$ cat config.mk
export PLATFORM = sky130hd
export DESIGN_NAME = svn_alu
export DESIGN_NICKNAME = d
export VERILOG_FILES = /design/src/hdl/svn_pkg.sv /design/src/hdl/svn_alu.sv
export SDC_FILE = /design/constraint.sdc
export NUM_CORES = 2
export LEC_CHECK = 0
export BUFFER_PORTS_ARGS = -buffer_cell sky130_fd_sc_hd__buf_2
export CAP_MARGIN = 20
export CORE_MARGIN = 2
export CORE_UTILIZATION = 35
export DETAILED_ROUTE_END_ITERATION = 6
export PLACE_DENSITY = 0.6
export SLEW_MARGIN = 20
export SYNTH_ARGS = -nofsm -noshare
export SYNTH_HDL_FRONTEND = slang
export SYNTH_SLANG_ARGS = --single-unit
$ cat constraint.sdc
create_clock -name vclk -period 22.8
set_input_delay 3.42 -clock vclk [all_inputs]
set_output_delay 3.42 -clock vclk [all_outputs]
set_load 0.01 [all_outputs]
$ cat src/hdl/svn_pkg.sv
// shared types, constants and codes for the smooth vertex normal accumulator
`timescale 1ns / 1ps
package svn_pkg;

  localparam int unsigned MAX_VERTICES = 1024;
  localparam int unsigned ADDR_W = $clog2(MAX_VERTICES);
  localparam int unsigned IDX_W = 10;
  localparam int unsigned POS_W = 32;
  localparam int unsigned SUM_W = 24;
  localparam int unsigned NRM_W = 16;

  typedef logic [ADDR_W-1:0] addr_t;

  typedef enum logic [1:0] {
    CMD_STORE = 2'd0,
    CMD_TRI   = 2'd1,
    CMD_READ  = 2'd2,
    CMD_CLEAR = 2'd3
  } cmd_t;

  typedef enum logic [1:0] {
    ALU_ADD,
    ALU_SUB,
    ALU_MUL
  } alu_op_t;

  typedef enum logic [4:0] {
    S_CLR, S_IDLE, S_TA, S_TB, S_E1, S_TC, S_E2, S_SCL,
    S_XM1, S_XM2, S_XS, S_RS, S_RW, S_ABS, S_ZCHK, S_NORM,
    S_SQM, S_SQA, S_SQRT, S_DIVN, S_DIV, S_SGN, S_ACC, S_ACCW, S_OUT
  } state_t;

  typedef struct packed {
    logic signed [POS_W-1:0] x;
    logic signed [POS_W-1:0] y;
    logic signed [POS_W-1:0] z;
  } pos_t;

  typedef struct packed {
    logic signed [SUM_W-1:0] x;
    logic signed [SUM_W-1:0] y;
    logic signed [SUM_W-1:0] z;
  } sumv_t;

  typedef struct packed {
    alu_op_t     op;
    logic [63:0] a;
    logic [63:0] b;
  } alu_req_t;

  typedef struct packed {
    logic  vwe;
    logic  vre;
    addr_t vaddr;
    pos_t  vwdata;
    logic  swe;
    logic  sre;
    addr_t saddr;
    sumv_t swdata;
  } mem_req_t;

  typedef struct packed {
    pos_t  vrdata;
    sumv_t srdata;
  } mem_rsp_t;

endpackage

$ cat src/hdl/svn_alu.sv
// shared add, subtract and multiply unit
`timescale 1ns / 1ps
module svn_alu import svn_pkg::*; (
  input  alu_req_t    req,
  output logic [63:0] y
);

  logic signed [63:0] ma;
  logic signed [63:0] mb;

  // sign-extended multiplier operands
  assign ma = {{32{req.a[31]}}, req.a[31:0]};
  assign mb = {{32{req.b[31]}}, req.b[31:0]};

  always_comb begin
    unique case (req.op)
      ALU_ADD: y = req.a + req.b;
      ALU_SUB: y = req.a - req.b;
      ALU_MUL: y = ma * mb;
      default: y = '0;
    endcase
  end

endmodule

Word level (Yosys, flattened, before mapping)
Cells that the tools add are included.
Widths: inputs -> output; s select.
{ "word_totals": {"reg_bits": 0, "inputBits": 130, "word_cells": 7, "output_inout_bits": 64} }
{ "classes": {"add_sub_neg": 2, "multipliers": 1, "eq_ne": 2, "n_mux": 1, "reduce_logical": 1} }
{ "ops": {"columns": ["cell", "count"], "rows": [
  ["$pmux 64 s3", 1],
  ["$add 64x64->64", 1],
  ["$mul 32x32->64", 1],
  ["$sub 64x64->64", 1],
  ["$eq 2x1->1 const B", 1],
  ["$eq 2x2->1 const B", 1],
  ["$logic_not 2->1", 1]
]} }

Longest topological paths before layout
{ "logic_depth": {"word_depth": 2, "ltp_mapped": 30, "depth_no_buf": 28} }

Worst setup path after synthesis
Ideal clock, no wire load.
{ "synth_path": {"path_kind": "input to output", "startpoint": "input req[2] (netlist bit)", "endpoint": "output y[56]", "arrival_time_ns": 11.403, "setup_slack_ns": 7.977, "stages": 27, "t_required_ns": 19.380, "n_path_buf": 2, "cell_sequence": "clkbuf_1 clkbuf_1 nand2_1 inv_1 fa_1 fa_1 fa_1 fa_1 inv_1 fa_1 inv_1 fa_1 inv_1 fa_1 inv_1 fa_1 ha_1 a21o_1 a21o_1 a21o_1 a211o_1 nor4bb_1 o311ai_0 a31oi_1 xor2_1 o22ai_1 or3_1"} }
{ "synth_between": {"elab_chain_len": 2, "elab_cells_between_ends": 4, "cone_classes": "add/sub (2); mul (1); mux (1)"} }
{ "synth_rtl": {"columns": ["item", "line", "rtl"], "rows": [
  ["from (decl)", "svn_alu.sv:4", "input alu_req_t req,"],
  ["$mul 32x32->64 (tied with other cells)", "svn_alu.sv:19", "ALU_MUL: y = ma * mb;"],
  ["$pmux 64 s3 *", "svn_alu.sv:16", "unique case (req.op)"],
  ["to (decl)", "svn_alu.sv:5", "output logic [63:0] y"]
]} }
Every way passes the cells marked *; elsewhere a longest branch is shown, timed or not.

Worst setup path in the final report
{ "layout_path": {"startpoint": "input req[95] (netlist bit)", "endpoint": "output y[56]"} }
The elaborated chain is that of the path after synthesis.

==> impl_results.md <==
* Starting Density at 35.1%
* DRC viols at 0
* Routed vias/inst at 5.10
* Crit path required time at 19.38 ns
* RSZ-0062 raised after global routing: no
* Max_slew headroom at 27.3%
* Cell taking the most area after synthesis: fa_1
* CP arrival at 12.59 ns
* Dpl ws at 6.87 ns
* Gr usage total at 20.0%
* Worst Hold Launch: req[126]
* Hold Crit Class: primary input to output pin
* First-pass GRT wire length at 190000 um
* Clock buffer count at 0
* Syn avg cell area at 8.89 um^2
* Top cell type's share of synthesized area at 52.5%
* Synth warnings at 0
* Post-Synthesis Net Count at 6109
* Post CTS Setup Buffer Count at 0
* Post-route insts no fill at 6170
* Filler cell count at 12100
* Hold_buf cts at 0
* Routed len/inst at 19.0 um
* Core Util, Final at 37.1%
* Kind of launch point of the worst setup path: primary input
* GRT overflow at 0
* Distinct cells, synth at 78
* IO buf count at 194
* Initial DRC Count at 1797
* Post-synthesis sequential area ratio at 0%
* Via count at 31500
* Gp weighted congestion at 0.938
* Post-route minimum period at 16.01 ns
* Core Rows at 126
* First-pass DRT Iterations at 6
* Final hold vios at 0
* Top-count cell post-synth: fa_1
* Die Ht at 348 um
* Vias in the first global route at 34300
* Final period utilization at 70.2%
* Mapped Cells at 4647
* Outcome: complete, no violations
* Post-Route WL at 117000 um
* Setup crit end kind: output pin
* CP delay by family, top: adder cells
* Placed cell count at 6165
* Ports at 194
* Total negative setup slack at 0 ns
* Most used cell, CP: fa_1
* Detail Placement HPWL at 96100 um
* Initial antenna violation count at 11
* Least-Margin Pin Slew at 1.09 ns
* Final setup viols at 0
* Die Span X at 348 um
* Layout Area Growth over Synthesis at 5.51%
* Final worst slack at 6.79 ns
* Slew Viols, Final at 0
* Max incr delay on CP at 0.87 ns
* Max_cap viols at 0
* Final #Nets at 6093
* Seq Cell Count at 0
* Post-route ant nets at 0
* Worst hold path depth at 6
* Critical path's slowest cell: fa_1
* Max FO, Critical Path at 33
* Top cells by area, synth: fa_1 (52%), inv_1 (8.9%), and2_1 (7.8%)
* WHS Endpoint: y[63]
* Seq. cell area at 0 um^2
* WP buf/inv at 9
* Post-CTS sizing at 0
* CP Class: primary input to output pin
* Post-Synthesis Cell Area at 41300 um^2
* Core area at 118000 um^2
* Most frequent cells after synthesis: fa_1 (1083), inv_1 (976), nand2_1 (572)
* Largest net degree at the start of global routing at 55
* Share of cells above drive strength 1 at 5.79%
* Fmax at 0.0625 GHz
* Area of the die at 121000 um^2
## per-stage QoR
stage | hold slack [ns] | area, um^2
after detailed placement | 7.48 | 43600
after floorplan | 7.04 | 41300
final | 7.49 | 43600
after global placement | 7.48 | 43600
after CTS | 7.49 | 43600
after global routing | 7.51 | 43600
## cells in the final DEF (no fill, tap or decap), types with 79 or more instances in the layout
cell type	netlist	final
a21oi_1	165	165
and2_1	517	517
xor2_1	79	79
ha_1	249	249
fa_1	1083	1083
o21ai_0	103	103
nand2_1	572	572
inv_1	976	976
nor2_1	103	103
xnor2_1	107	107
buf_2	1	194
## cell families after synthesis
| kind of cell | after synthesis | share of synthesized area [%] |
|---|---|---|
| adder cells (fa/ha/maj) | 1332 | 60.0 |
| AND/OR/NAND/NOR | 1380 | 17.0 |
| XOR/XNOR | 187 | 3.98 |
| AO/OA/AOI/OAI | 513 | 7.73 |
| buffers and inverters | 1232 | 11.2 |
| multiplexers | 3 | 0.0727 |
## metal layers
metal  wire (um)  global-route usage [%]  up-vias
met4        4650                    6.70        6
li1            -                       -    13900
met3        6030                    1.97      194
met1       46300                    25.1    16500
met5          29                       0        -
met2       60300                    35.7      855
## how the worst max path moves through the flow
stage	cells past startpoint	from	to	slack, ns
6_report	29	req[95]	y[56]	6.79
3_5_place_dp	29	req[95]	y[56]	6.87
3_3_place_gp	29	req[95]	y[56]	7.09
2_1_floorplan	27	req[2]	y[56]	7.98
4_1_cts	29	req[95]	y[56]	6.81
5_1_grt	29	req[95]	y[56]	6.22
## tightest hold or removal path, cell delays in order
cell      delay (ns)
buf_2           0.08
ha_1            0.14
a221oi_1        0.05
xnor2_1         0.15
o22ai_1         0.08
buf_2           0.14
## final cells by class
| cell class | count | area, um^2 | share of cell area [%] |
|---|---|---|---|
| well taps | 1536 | 1920 | 4.41 |
| repair buffers | 238 | 1300 | 2.98 |
| diodes | 5 | 12.5 | 0.0287 |
| inverters | 976 | 3660 | 8.40 |
| multi-input cells | 3415 | 36700 | 84.2 |
